File: src/hw/rtl/bep_pkg.sv
package bep_pkg;

    // Frame layout
    localparam logic [8:0] BSSID_FIRST   = 9'd10;
    localparam logic [8:0] BSSID_LAST    = 9'd15;
    localparam logic [8:0] CAP_LOW       = 9'd34;
    localparam logic [8:0] CAP_HIGH      = 9'd35;
    localparam logic [8:0] ELEMENT_BASE  = 9'd36;
    localparam logic [8:0] FRAME_WINDOW  = 9'd112;
    localparam logic [7:0] NAME_MAX      = 8'd32;
    localparam logic [7:0] OFFSET_MAX    = 8'd255;

    // Element ids
    localparam logic [7:0] ID_SSID       = 8'h00;
    localparam logic [7:0] ID_CHANNEL    = 8'h03;

    // Name store geometry: two banks of four 64-bit rows
    localparam int STORE_BYTES = 32;
    localparam int ROW_BYTES   = 8;
    localparam int ROW_BITS    = ROW_BYTES * 8;
    localparam int IDX_W       = 5;
    localparam int LANE_W      = 3;
    localparam int ROW_W       = 2;
    localparam int RAM_AW      = ROW_W + 1;
    localparam int RAM_DEPTH   = 2 * (STORE_BYTES / ROW_BYTES);

    // Result kinds
    localparam logic KIND_SUMMARY = 1'b0;
    localparam logic KIND_CHUNK   = 1'b1;

    typedef enum logic [1:0] {
        STATUS_OK           = 2'd0,
        STATUS_TOO_LONG     = 2'd1,
        STATUS_NO_SSID_FIRST = 2'd2
    } t_status;

    typedef struct packed {
        logic [7:0]        frame_byte;
        logic signed [7:0] signal_strength;
        logic              frame_end;
    } t_in_beat;

    typedef struct packed {
        logic              result_kind;
        logic [47:0]       access_point_id;
        logic [15:0]       capability_word;
        logic [7:0]        radio_channel;
        logic [7:0]        name_length;
        t_status           parse_status;
        logic signed [7:0] frame_strength;
        logic [63:0]       name_chunk;
        logic [1:0]        chunk_number;
        logic              run_last;
    } t_out_beat;

    // One RAM access request
    typedef struct packed {
        logic              en;
        logic [RAM_AW-1:0] addr;
    } t_ram_req;

    // Frame summary handed from the parser to the result sequencer
    typedef struct packed {
        logic                   load;
        logic                   bank;
        logic [47:0]            bssid;
        logic [15:0]            capability;
        logic [7:0]             channel;
        logic [7:0]             name_length;
        t_status                status;
        logic signed [7:0]      strength;
        logic [STORE_BYTES-1:0] valid;
    } t_handoff;

endpackage

File: src/hw/rtl/bep_ram.sv
module bep_ram #(
    parameter int WIDTH = 64,
    parameter int DEPTH = 8
) (
    input  logic                     i_clk,
    input  logic                     i_we,
    input  logic [$clog2(DEPTH)-1:0] i_waddr,
    input  logic [WIDTH-1:0]         i_wdata,
    input  logic                     i_re_a,
    input  logic [$clog2(DEPTH)-1:0] i_raddr_a,
    output logic [WIDTH-1:0]         o_rdata_a,
    input  logic                     i_re_b,
    input  logic [$clog2(DEPTH)-1:0] i_raddr_b,
    output logic [WIDTH-1:0]         o_rdata_b
);

    logic [WIDTH-1:0] mem [DEPTH];

    // Write one row, read two rows with registered data
    always_ff @(posedge i_clk) begin
        if (i_we) begin
            mem[i_waddr] <= i_wdata;
        end
        if (i_re_a) begin
            o_rdata_a <= mem[i_raddr_a];
        end
        if (i_re_b) begin
            o_rdata_b <= mem[i_raddr_b];
        end
    end

endmodule

File: src/hw/rtl/bep_run.sv
module bep_run (
    input  logic                 i_clk,
    input  logic                 i_rst_n,
    input  bep_pkg::t_handoff    i_hand,
    input  bep_pkg::t_ram_req    i_wr,
    output logic                 o_busy,
    output bep_pkg::t_ram_req    o_rd,
    input  logic [63:0]          i_rdata,
    output logic                 o_valid,
    input  logic                 i_ready,
    output bep_pkg::t_out_beat   o_data
);
    import bep_pkg::*;

    localparam logic [2:0] STEP_SUMMARY = 3'd0;
    localparam logic [2:0] STEP_LAST    = 3'd4;

    logic              r_busy;
    logic [2:0]        r_step;
    t_handoff          r_hand;
    logic              r_valid;
    t_out_beat         r_data;
    t_out_beat         n_data;
    logic              out_free;
    logic              hold;
    logic              load;
    logic [2:0]        step_m1;
    logic [ROW_W-1:0]  row;

    assign out_free = !r_valid || i_ready;
    // Hold the summary while the frame's last store write is still in flight
    assign hold     = i_wr.en && (i_wr.addr[RAM_AW-1] == r_hand.bank);
    assign load     = r_busy && out_free && !((r_step == STEP_SUMMARY) && hold);
    assign step_m1  = r_step - 3'd1;
    assign row      = step_m1[ROW_W-1:0];

    // Fetch the row for the next beat as the current one is loaded
    assign o_rd.en   = load && (r_step != STEP_LAST);
    assign o_rd.addr = {r_hand.bank, r_step[ROW_W-1:0]};

    // Build the next result beat
    always_comb begin
        n_data = '0;
        if (r_step == STEP_SUMMARY) begin
            n_data.result_kind     = KIND_SUMMARY;
            n_data.access_point_id = r_hand.bssid;
            n_data.capability_word = r_hand.capability;
            n_data.radio_channel   = r_hand.channel;
            n_data.name_length     = r_hand.name_length;
            n_data.parse_status    = r_hand.status;
            n_data.frame_strength  = r_hand.strength;
        end else begin
            n_data.result_kind  = KIND_CHUNK;
            n_data.chunk_number = row;
            n_data.run_last     = (r_step == STEP_LAST);
            for (int j = 0; j < ROW_BYTES; j++) begin
                if (r_hand.valid[{row, LANE_W'(j)}]) begin
                    n_data.name_chunk[8*j +: 8] = i_rdata[8*j +: 8];
                end
            end
        end
    end

    // Advance the run and the output register
    always_ff @(posedge i_clk) begin
        if (!i_rst_n) begin
            r_busy  <= 1'b0;
            r_step  <= STEP_SUMMARY;
            r_valid <= 1'b0;
        end else begin
            if (i_hand.load) begin
                r_busy <= 1'b1;
                r_step <= STEP_SUMMARY;
            end else if (load) begin
                r_step <= r_step + 3'd1;
                if (r_step == STEP_LAST) begin
                    r_busy <= 1'b0;
                end
            end
            if (load) begin
                r_valid <= 1'b1;
            end else if (i_ready) begin
                r_valid <= 1'b0;
            end
        end
    end

    // Capture the frame summary and the result payload
    always_ff @(posedge i_clk) begin
        if (i_hand.load) begin
            r_hand <= i_hand;
        end
        if (load) begin
            r_data <= n_data;
        end
    end

    assign o_busy  = r_busy;
    assign o_valid = r_valid;
    assign o_data  = r_data;

    a_no_overlap: assert property (@(posedge i_clk) disable iff (!i_rst_n)
        i_hand.load |-> !r_busy)
        else $error("frame handed off while a run is still draining");

    a_last_beat: assert property (@(posedge i_clk) disable iff (!i_rst_n)
        (r_valid && r_data.run_last) |->
            (r_data.result_kind == KIND_CHUNK && r_data.chunk_number == 2'd3))
        else $error("run_last on a beat other than the final chunk");

    a_run_end: assert property (@(posedge i_clk) disable iff (!i_rst_n)
        $fell(r_busy) |-> $past(load && r_step == STEP_LAST))
        else $error("run ended before its final chunk was loaded");

endmodule

File: src/hw/rtl/beacon_element_parser_core.sv
// Beacon element parser.
// Input channel (i_valid/o_ready/i_data): one frame byte per beat, from
// offset 0, with the signal strength and a last-byte mark. Output channel
// (o_valid/i_ready/o_data): on each frame's last byte, a run of five beats,
// one summary and then SSID chunks 0 to 3, run_last on the final chunk.
// Throughput: one byte per cycle, bar a held-off last-byte beat. A run's
// first beat is loaded once the frame summary is registered, and waits
// while the last byte's read-modify-write to the SSID store lands; the four
// chunks follow one per cycle unless stalled, each one 64-bit store RAM row.
// The store RAM holds two banks, so the next frame streams in while a run
// drains. A last-byte beat is held off (o_ready low) while the previous
// frame's run has not yet been fully loaded into the output register.
// A stalled receiver holds the output register; input keeps flowing until
// the next last-byte beat. Reset empties the run and points at a new frame;
// per-byte valid flags mask stale RAM contents, so no clearing pass is run.
module beacon_element_parser_core (
    input  logic               i_clk,
    input  logic               i_rst_n,
    input  logic               i_valid,
    output logic               o_ready,
    input  bep_pkg::t_in_beat  i_data,
    output logic               o_valid,
    input  logic               i_ready,
    output bep_pkg::t_out_beat o_data
);
    import bep_pkg::*;

    // Frame state
    logic [7:0]             r_offset;
    logic                   r_bank;
    logic [8:0]             r_start,    n_start;
    logic [7:0]             r_id,       n_id;
    logic [7:0]             r_len,      n_len;
    logic                   r_walk,     n_walk;
    logic [7:0]             r_name_len, n_name_len;
    logic [7:0]             r_channel,  n_channel;
    t_status                r_status,   n_status;
    logic [15:0]            r_cap,      n_cap;
    logic [47:0]            r_bssid,    n_bssid;
    logic signed [7:0]      r_strength, n_strength;
    logic [STORE_BYTES-1:0] r_valid,    n_valid;

    // Store write request for this byte
    logic                   st_we;
    logic [IDX_W-1:0]       st_idx;
    logic                   accept;
    logic                   first;
    logic [7:0]             b;
    logic [8:0]             off9;
    logic [8:0]             rel;
    logic [8:0]             rel_m2;

    // Read-modify-write stage and forwarding
    logic                   r_mrg_valid;
    logic [RAM_AW-1:0]      r_mrg_addr;
    logic [LANE_W-1:0]      r_mrg_lane;
    logic [7:0]             r_mrg_byte;
    logic                   r_fwd_valid;
    logic [RAM_AW-1:0]      r_fwd_addr;
    logic [ROW_BITS-1:0]    r_fwd_data;
    logic [ROW_BITS-1:0]    mrg_base;
    logic [ROW_BITS-1:0]    mrg_row;
    logic [ROW_BITS-1:0]    rdata_a;
    logic [ROW_BITS-1:0]    rdata_b;

    t_handoff               hand;
    t_ram_req               wr_req;
    t_ram_req               run_rd;
    logic                   run_busy;

    assign accept  = i_valid && o_ready;
    assign o_ready = !(run_busy && i_data.frame_end);
    assign first   = (r_offset == '0);
    assign b       = i_data.frame_byte;
    assign off9    = {1'b0, r_offset};

    // Apply one byte to the frame state
    always_comb begin
        n_start    = first ? ELEMENT_BASE : r_start;
        n_id       = first ? '0 : r_id;
        n_len      = first ? '0 : r_len;
        n_walk     = first ? 1'b0 : r_walk;
        n_name_len = first ? '0 : r_name_len;
        n_channel  = first ? '0 : r_channel;
        n_status   = first ? STATUS_OK : r_status;
        n_cap      = first ? '0 : r_cap;
        n_bssid    = first ? '0 : r_bssid;
        n_strength = first ? i_data.signal_strength : r_strength;
        n_valid    = first ? '0 : r_valid;
        st_we      = 1'b0;
        st_idx     = '0;

        if (off9 >= BSSID_FIRST && off9 <= BSSID_LAST) begin
            n_bssid = {n_bssid[39:0], b};
        end
        if (off9 == CAP_LOW) begin
            n_cap[7:0] = b;
        end
        if (off9 == CAP_HIGH) begin
            n_cap[15:8] = b;
        end
        if (off9 == ELEMENT_BASE) begin
            if (b == ID_SSID) begin
                n_walk = 1'b1;
            end else begin
                n_status = STATUS_NO_SSID_FIRST;
            end
        end

        rel    = off9 - n_start;
        rel_m2 = rel - 9'd2;

        // Walk the element list inside the window
        if (n_walk && off9 >= n_start && off9 < FRAME_WINDOW) begin
            if (rel == 9'd0) begin
                n_id = b;
            end else if (n_id == ID_CHANNEL) begin
                if (rel == 9'd2) begin
                    n_channel = b;
                    n_walk    = 1'b0;
                end
            end else begin
                if (rel == 9'd1) begin
                    n_len = b;
                    if (n_id == ID_SSID) begin
                        n_name_len = b;
                        if (b == '0) begin
                            n_valid = '0;
                        end else if (b > NAME_MAX) begin
                            n_status = STATUS_TOO_LONG;
                        end else begin
                            n_valid  = '0;
                            n_status = STATUS_OK;
                        end
                    end
                end else if (n_id == ID_SSID && n_len != '0 && n_len <= NAME_MAX
                             && rel_m2 < {1'b0, n_len}) begin
                    st_we  = 1'b1;
                    st_idx = rel_m2[IDX_W-1:0];
                end
                if (rel == {1'b0, n_len} + 9'd1) begin
                    n_start = n_start + {1'b0, n_len} + 9'd2;
                end
            end
        end

        if (st_we) begin
            n_valid[st_idx] = 1'b1;
        end
    end

    // Advance the byte offset and the bank, track pending writes
    always_ff @(posedge i_clk) begin
        if (!i_rst_n) begin
            r_offset    <= '0;
            r_bank      <= 1'b0;
            r_mrg_valid <= 1'b0;
            r_fwd_valid <= 1'b0;
        end else begin
            if (accept) begin
                if (i_data.frame_end) begin
                    r_offset <= '0;
                    r_bank   <= ~r_bank;
                end else if (r_offset != OFFSET_MAX) begin
                    r_offset <= r_offset + 8'd1;
                end
            end
            r_mrg_valid <= accept && st_we;
            if (r_mrg_valid) begin
                r_fwd_valid <= 1'b1;
            end
        end
    end

    // Hold the frame state between beats
    always_ff @(posedge i_clk) begin
        if (accept) begin
            r_start    <= n_start;
            r_id       <= n_id;
            r_len      <= n_len;
            r_walk     <= n_walk;
            r_name_len <= n_name_len;
            r_channel  <= n_channel;
            r_status   <= n_status;
            r_cap      <= n_cap;
            r_bssid    <= n_bssid;
            r_strength <= n_strength;
            r_valid    <= n_valid;
        end
        if (accept && st_we) begin
            r_mrg_addr <= {r_bank, st_idx[IDX_W-1:LANE_W]};
            r_mrg_lane <= st_idx[LANE_W-1:0];
            r_mrg_byte <= b;
        end
        if (r_mrg_valid) begin
            r_fwd_addr <= r_mrg_addr;
            r_fwd_data <= mrg_row;
        end
    end

    // Merge the byte into the row; forward the previous write to the same row
    always_comb begin
        mrg_base = (r_fwd_valid && r_fwd_addr == r_mrg_addr) ? r_fwd_data : rdata_a;
        mrg_row  = mrg_base;
        for (int j = 0; j < ROW_BYTES; j++) begin
            if (r_mrg_lane == LANE_W'(j)) begin
                mrg_row[8*j +: 8] = r_mrg_byte;
            end
        end
    end

    assign wr_req.en   = r_mrg_valid;
    assign wr_req.addr = r_mrg_addr;

    bep_ram #(
        .WIDTH (ROW_BITS),
        .DEPTH (RAM_DEPTH)
    ) u_store (
        .i_clk     (i_clk),
        .i_we      (r_mrg_valid),
        .i_waddr   (r_mrg_addr),
        .i_wdata   (mrg_row),
        .i_re_a    (accept && st_we),
        .i_raddr_a ({r_bank, st_idx[IDX_W-1:LANE_W]}),
        .o_rdata_a (rdata_a),
        .i_re_b    (run_rd.en),
        .i_raddr_b (run_rd.addr),
        .o_rdata_b (rdata_b)
    );

    // Hand the finished frame to the result sequencer
    assign hand.load        = accept && i_data.frame_end;
    assign hand.bank        = r_bank;
    assign hand.bssid       = n_bssid;
    assign hand.capability  = n_cap;
    assign hand.channel     = n_channel;
    assign hand.name_length = n_name_len;
    assign hand.status      = n_status;
    assign hand.strength    = n_strength;
    assign hand.valid       = n_valid;

    bep_run u_run (
        .i_clk   (i_clk),
        .i_rst_n (i_rst_n),
        .i_hand  (hand),
        .i_wr    (wr_req),
        .o_busy  (run_busy),
        .o_rd    (run_rd),
        .i_rdata (rdata_b),
        .o_valid (o_valid),
        .i_ready (i_ready),
        .o_data  (o_data)
    );

    a_frame_restart: assert property (@(posedge i_clk) disable iff (!i_rst_n)
        (accept && i_data.frame_end) |=> (r_offset == '0))
        else $error("byte offset not back at frame start after the last byte");

    a_merge_origin: assert property (@(posedge i_clk) disable iff (!i_rst_n)
        r_mrg_valid |-> $past(accept))
        else $error("store write without an accepted byte");

    a_no_row_race: assert property (@(posedge i_clk) disable iff (!i_rst_n)
        (r_mrg_valid && run_rd.en) |-> (r_mrg_addr != run_rd.addr))
        else $error("result read of a row that is being written");

endmodule
File: config.mk
export PLATFORM = sky130hd
export DESIGN_NAME = beacon_element_parser_core
export DESIGN_NICKNAME = d
export VERILOG_FILES = /design/src/hw/rtl/bep_pkg.sv /design/src/hw/rtl/bep_ram.sv /design/src/hw/rtl/bep_run.sv /design/src/hw/rtl/beacon_element_parser_core.sv
export SDC_FILE = /design/constraint.sdc
export NUM_CORES = 1
export LEC_CHECK = 0
export ABC_AREA = 1
export BUFFER_PORTS_ARGS = -buffer_cell sky130_fd_sc_hd__clkbuf_2
export CAP_MARGIN = 20
export CORE_MARGIN = 2
export CORE_UTILIZATION = 62
export DETAILED_ROUTE_END_ITERATION = 7
export PLACE_DENSITY = 0.79
export SLEW_MARGIN = 40
export SYNTH_ARGS = -nofsm -noshare
export SYNTH_HDL_FRONTEND = slang
export SYNTH_HIERARCHICAL = 1
export SYNTH_SLANG_ARGS = --single-unit
File: constraint.sdc
create_clock -name i_clk -period 11.2 [get_ports i_clk]
set_input_delay 0.56 -clock i_clk [delete_from_list [all_inputs] [get_ports i_clk]]
set_output_delay 0.56 -clock i_clk [all_outputs]
set_load 0.03 [all_outputs]
# ---- Word-level counts from Yosys, hierarchy flattened
# Memories as Yosys holds them, arrays and structs flattened. A register that Yosys moved wholly into a read port is not among the register bits.
# Index checks and enable logic that the tools add are counted.
dict set report totals {
  ff_bits 526
  mem_bits_rw 512
  in_bits 21
  word_cells 254
  n_memories 1
}
# memory depth width read_ports rd_ports_with_merged_regs wr line
set memory_table {}
lappend memory_table {u_store.mem 8 64 2 2 1 bep_ram.sv:17} ;# logic [WIDTH-1:0] mem [DEPTH];
dict set report classes {
  addsub 8
  magnitude_cmp 17
  n_eq_ne 19
  muxes 106
  bitwise_logic 11
  reduce_logical 44
}
# cell n
set ops {}
lappend ops {{$mux W32} 9}
lappend ops {{$mux W8} 35}
lappend ops {{$mux W48} 2}
lappend ops {{$mux W64} 1}
lappend ops {{$lt A5 B6 Y1 const B} 9}
lappend ops {{$mux W9} 5}
lappend ops {{$or A32 B32 Y32} 1}
lappend ops {{$mux W1} 30}
lappend ops {{$mux W5} 5}
lappend ops {{$eq A8 B6 Y1 const B} 3}
lappend ops {{$logic_not A8 Y1} 3}
lappend ops {{$mux W2} 9}
lappend ops {{$reduce_or A2 Y1} 9}
lappend ops {{$logic_and A1 B1 Y1} 17}
lappend ops {{$bmux W1 S2} 8}
lappend ops {{$mux W16} 1}
lappend ops {{$eq A3 B3 Y1 const B} 5}
lappend ops {{$not A1 Y1} 10}
lappend ops {{$add A8 B1 Y9 const B} 1}
lappend ops {{$add A9 B2 Y9 const B} 1}
lappend ops {{$add A9 B8 Y9} 1}
lappend ops {{$eq A9 B1 Y1 const B} 1}
lappend ops {{$eq A9 B2 Y1 const B} 1}
lappend ops {{$eq A9 B9 Y1} 1}
lappend ops {{other kinds (28)} 37}

# ---- Depth between registers and ports, before layout
dict set report logic_depth {
  word_depth 17
  mapped_depth 38
  depth_no_buf 34
}

# ---- Hierarchy
# Netlist, hierarchy kept.
# module instances cells_each area_per_inst_um2
set by_module_without_submodules {}
lappend by_module_without_submodules {bep_ram 1 3547 31353.8}
lappend by_module_without_submodules {beacon_element_parser_core 1 1398 12742.2}
lappend by_module_without_submodules {bep_run 1 707 10455.0}

# ---- Worst setup path before layout
# Ideal clock, no wire load.
dict set report synth_timing {
  path_type {register to register}
  start {reg r_offset[1]}
  end {reg r_mrg_addr[0] (enable)}
  arrival_time_ns 7.776
  t_required_ns 10.685
  path_slack_ns 2.909
  path_stages_with_launch 28
  path_cell_list {dfxtp_1 > inv_1 > ha_1 > inv_1 > nor2_1 > nand2_2 > buf_6 > clkbuf_1 > clkbuf_1 > clkbuf_1 > nand2_1 > fa_1 > inv_1 > xor2_1 > inv_1 > ha_1 > inv_1 > nor2_1 > nor2_1 > inv_1 > ha_1 > nand4_1 > o221ai_1 > nand3_1 > nand2_1 > a211oi_1 > nand2_1 > nor2_1}
}
dict set report synth_between {
  elab_chain_len 12
  word_cells_on_any_way 30
  classes_between {add/sub: 2; order compare: 4; eq/ne: 3; mux: 11; reduce/logical: 10}
}
# element line
set synth_rtl {}
lappend synth_rtl {{start: declaration} beacon_element_parser_core.sv:29} ;# logic [7:0] r_offset;
lappend synth_rtl {{start signal: assignment} beacon_element_parser_core.sv:165} ;# r_offset <= r_offset + 8'd1;
lappend synth_rtl {{$logic_not A8 Y1} beacon_element_parser_core.sv:73} ;# assign first = (r_offset == '0);
lappend synth_rtl {{$mux W9, or another cell as far along} beacon_element_parser_core.sv:79} ;# n_start = first ? ELEMENT_BASE : r_start;
lappend synth_rtl {{$sub A8 B9 Y9, or another cell as far along} beacon_element_parser_core.sv:110} ;# rel = off9 - n_start;
lappend synth_rtl {{$sub A9 B2 Y9 / $logic_and A1 B1 Y1 (equally long branches)} {beacon_element_parser_core.sv:111, beacon_element_parser_core.sv:136}}
lappend synth_rtl {{$lt A9 B8 Y1 / $logic_and A1 B1 Y1 (equally long branches)} {beacon_element_parser_core.sv:137, beacon_element_parser_core.sv:136}}
lappend synth_rtl {{$logic_and A1 B1 Y1} beacon_element_parser_core.sv:137} ;# && rel_m2 < {1'b0, n_len}) begin
lappend synth_rtl {{$mux W1} beacon_element_parser_core.sv:136} ;# end else if (n_id == ID_SSID && n_len != '0 && n_len <= NAME_MAX
lappend synth_rtl {{$mux W1} beacon_element_parser_core.sv:123} ;# if (rel == 9'd1) begin
lappend synth_rtl {{$mux W1} beacon_element_parser_core.sv:117} ;# end else if (n_id == ID_CHANNEL) begin
lappend synth_rtl {{$mux W1} beacon_element_parser_core.sv:115} ;# if (rel == 9'd0) begin
lappend synth_rtl {{$mux W1 *} beacon_element_parser_core.sv:114} ;# if (n_walk && off9 >= n_start && off9 < FRAME_WINDOW) begin
lappend synth_rtl {{$logic_and A1 B1 Y1 *} beacon_element_parser_core.sv:190} ;# if (accept && st_we) begin
lappend synth_rtl {{end signal: assignment} beacon_element_parser_core.sv:191} ;# r_mrg_addr <= {r_bank, st_idx[IDX_W-1:LANE_W]};
lappend synth_rtl {{end: declaration} beacon_element_parser_core.sv:55} ;# logic [RAM_AW-1:0] r_mrg_addr;
# Mark *: on every way between the ends. The rest lies on a longest branch, timed or not.
# A chain may end at the register's enable or synchronous reset.

# ---- Final worst setup path
dict set report layout_timing {
  start {reg r_offset[1]}
  end {reg u_store.o_rdata_a[0], read port of u_store.mem, data pin}
}
dict set report layout_between {
  word_cells_on_any_way 35
  classes_between {add/sub: 2; order compare: 4; eq/ne: 3; mux: 16; reduce/logical: 10}
}
# element line
set layout_rtl {}
lappend layout_rtl {{$logic_not A8 Y1} beacon_element_parser_core.sv:73}
lappend layout_rtl {{$mux W9, or another cell as far along} beacon_element_parser_core.sv:79}
lappend layout_rtl {{$sub A8 B9 Y9, or another cell as far along} beacon_element_parser_core.sv:110}
lappend layout_rtl {{$sub A9 B2 Y9 / $logic_and A1 B1 Y1 (equally long branches)} {beacon_element_parser_core.sv:111, beacon_element_parser_core.sv:136}}
lappend layout_rtl {{$lt A9 B8 Y1 / $logic_and A1 B1 Y1 (equally long branches)} {beacon_element_parser_core.sv:137, beacon_element_parser_core.sv:136}}
lappend layout_rtl {{$logic_and A1 B1 Y1} beacon_element_parser_core.sv:137}
lappend layout_rtl {{$mux W5} beacon_element_parser_core.sv:136}
lappend layout_rtl {{$mux W5} beacon_element_parser_core.sv:123}
lappend layout_rtl {{$mux W5} beacon_element_parser_core.sv:117}
lappend layout_rtl {{$mux W5} beacon_element_parser_core.sv:115}
lappend layout_rtl {{$mux W5 *} beacon_element_parser_core.sv:114}
lappend layout_rtl {{named net st_idx[3]} beacon_element_parser_core.sv:45} ;# logic [IDX_W-1:0] st_idx;
lappend layout_rtl {{end: declaration} bep_ram.sv:11} ;# output logic [WIDTH-1:0] o_rdata_a,
# The timed path passes the listed nets; every way through them passes the cells marked *.

==> results.tsv <==
metric	value	unit
fmax	136	MHz
ys_types	54	
grt_pass1_vias	38600	
mostFrequentLayoutCells	2,042 x nand2_1, 1,150 x edfxtp_1, 789 x inv_1	
cts-htree-levels	3	
start_util	62.7	%
num_rows	108	
clock_skew	0.0311	ns
grt_use_total	30.5	%
failed_checks	design-rule violations	
p_per_area	160	nW/um2
ys_ff_latch	1166	
ff2ff_path_depth	34	
vias	40400	
r2r_slack	3.86	ns
diodes	0	
endpoint_kind	flop	
fin_nets	5787	
io_buffers	180	
cts.sinks	1166	
rsz0062_at_grt	no	
min_to	u_run/o_valid$_SDFFE_PN0P_	
top_level_ports	181	
dr.pass1.iters	8	
timing.rr.end	u_store/o_rdata_a[0]$_DFFE_PP_	
routed_wl	140000	um
area_growth_syn_to_layout	9.70	%
p_leak	0.0260	uW
final_common_cell	nand2_1	
grt_max_degree	126	
outcome	complete, but fails checks	
r2r-start	r_offset[1]$_SDFFE_PN0P_	
root_buffer	clkbuf_16	
drt_iter0_markers	5327	
place_congestion	0.952	
antenna_found_initial	1	
cts_hold_buf	0	
worstSetupPathType	flop to flop	
ir_drop	0.154	mV
syn_avg_cell_area	9.65	um2
tritoncts	done	
syn_area	54600	um2
min_from	i_ready	
setup-tns-final	0	ns
die_y	301	um
ctsResizeCount	0	
crit_path_start_kind	flop	
slew_headroom	39.0	%
cp_data_arrival_time	7.77	ns
period_share	65.5	%
drive_gt1_share	9.35	%
slew_violations	0	
chipWidth	301	um
postCtsSetupRepairBufs	0	
hpwl	77000	um
synth_fp_nets	5713	
setup_viol	0	
cts_buffers	115	
clockBufferDepth	3	
netlist_instances	5652	
ys_warn_count	6	
ys_seq_area_share	63.9	%
via_per_inst	5.79	
seqCellArea	34900	um2
multi_input_area	15100	um2
grt_pass1_wl	213000	um
cp_max_fo	125	
hold_ws	0.175	ns
drc	1	
wire_per_inst	20.0	um
fillers	6191	
grt_overflow_total	0	
ant_nets	0	
clk-insertion-delay-late	0.70	ns
cp.required	11.64	ns
cp_slowest_stage_delay	0.77	ns
die_area	90400	um2
slowest_stage	buf_4	
cp_common_cell	inv_1	
clkTransAtPathRegs	0.06	ns
final_hold_viol_count	0	
cap_violations	0	
finalCriticalPeriod	7.34	ns
min_path_type	primary input to flop	
hold_depth	4	
worst_pin_slew	0.915	ns
core_area	87000	um2
layout make-up:
type / count / share of cell area (%)
clock buffers: 142 / 5.08
clock inverters: 75 / 1.33
inverters: 807 / 5.16
multi-input cells: 3399 / 25.2
flip-flops and latches: 1166 / 58.3
well taps: 1155 / 2.41
repair buffers: 237 / 2.56
where the power goes:
part | leakage, uW | switching, uW | internal (uW) | total (uW)
Clock | 0.00187 | 1640 | 2270 | 3920
Combinational | 0.0133 | 508 | 165 | 673
Sequential | 0.0108 | 44.8 | 4910 | 4960
per-stage QoR:
| step | setup WS [ns] | utilization [%] | total power [uW] | instances | area [um2] |
|---|---|---|---|---|---|
| 5_1_grt | 3.21 | 68.8 | 9810 | 6981 | 59800 |
| 6_report | 3.86 | 68.8 | 9550 | 6981 | 59800 |
| 3_5_place_dp | 4.09 | 64.2 | 5710 | 6760 | 55900 |
| 3_3_place_gp | 3.49 | 64.0 | 5680 | 6749 | 55700 |
| 4_1_cts | 4.03 | 68.6 | 9570 | 6977 | 59700 |
| 2_1_floorplan | 2.91 | - | 5520 | 5652 | 54600 |
sequential cells by signal (all words and copies together) (netlist names), 8 cells and up:
signal	flops
r_len	8
r_id	8
r_start	9
r_channel	8
u_run/r_hand	122
u_store/mem	512
u_store/o_rdata_a	64
r_mrg_byte	8
r_strength	8
r_fwd_data	64
u_run/o_data	158
r_name_len	8
r_cap	16
r_valid	32
u_store/o_rdata_b	64
r_bssid	48
r_offset	8
worst max-delay path, delay by kind of cell (launching register included):
kind / cells / cell delay, ns
compound gates: 2 / 0.25
xor+xnor: 1 / 0.22
fa+ha+maj: 5 / 1.29
buf+inv: 11 / 2.29
flops: 1 / 0.53
simple gates: 15 / 2.34
synthesized netlist by cell type (all sizes together):
master | count | area (um2)
fa | 2 | 40.0
o311ai | 1 | 8.76
a21oi | 56 | 280
o211a | 1 | 10.0
nor3 | 11 | 55.1
a21boi | 4 | 30.0
nor4 | 1 | 6.26
nand2 | 2075 | 7930
inv | 805 | 3030
o2111ai | 1 | 8.76
dfxtp | 16 | 320
nand4 | 14 | 93.8
xnor2 | 5 | 51.3
edfxtp | 1150 | 34500
ha | 38 | 475
nor2 | 331 | 1390
a31oi | 65 | 407
o32ai | 1 | 8.76
o22ai | 5 | 56.3
o21ai | 134 | 701
xor2 | 12 | 105
buf | 224 | 1500
o221ai | 1 | 8.76
xnor3 | 1 | 22.5
o2bb2ai | 1 | 8.76
nand3b | 1 | 7.51
clkinv | 2 | 7.51
nand3 | 630 | 3190
clkbuf | 56 | 210
a211oi | 5 | 37.5
o21a | 1 | 7.51
o211ai | 2 | 15.0
routing by layer:
metal  up-vias  routed length, um  global-route usage [%]
met4         0               6460                    14.0
met2      2596              65400                    49.8
met5         -                  0                       0
met3       433              16400                    5.57
met1     18900              51600                    40.3
li1      18400                  -                       -
logic make-up (layout without fill, tap and decap cells):
kind of cell	count (synthesis)	count (layout)	share of synthesized area [%]
buffers and inverters	1087	1261	8.71
DFF	1166	1166	63.9
and+or+nand+nor	3063	3063	23.2
adders and majority gates	40	40	0.945
AOI/OAI and AO/OA	278	278	2.91
xor gates and xnor gates	18	18	0.328
how the worst max path moves through the flow:
stage	startpoint	to	slack, ns	depth (start not counted)
finish	r_offset[1]$_SDFFE_PN0P_	u_store/o_rdata_a[0]$_DFFE_PP_	3.86	34
detailed placement	r_offset[1]$_SDFFE_PN0P_	u_store/o_rdata_a[31]$_DFFE_PP_	4.09	34
global route	r_offset[1]$_SDFFE_PN0P_	u_store/o_rdata_a[46]$_DFFE_PP_	3.21	33
global placement	r_offset[1]$_SDFFE_PN0P_	u_store/o_rdata_a[15]$_DFFE_PP_	3.49	33
CTS	r_offset[1]$_SDFFE_PN0P_	u_store/o_rdata_a[57]$_DFFE_PP_	4.03	33
floorplan	r_offset[1]$_SDFFE_PN0P_	r_mrg_addr[0]$_DFFE_PP_	2.91	27
Power figures use the tool's default switching activity.
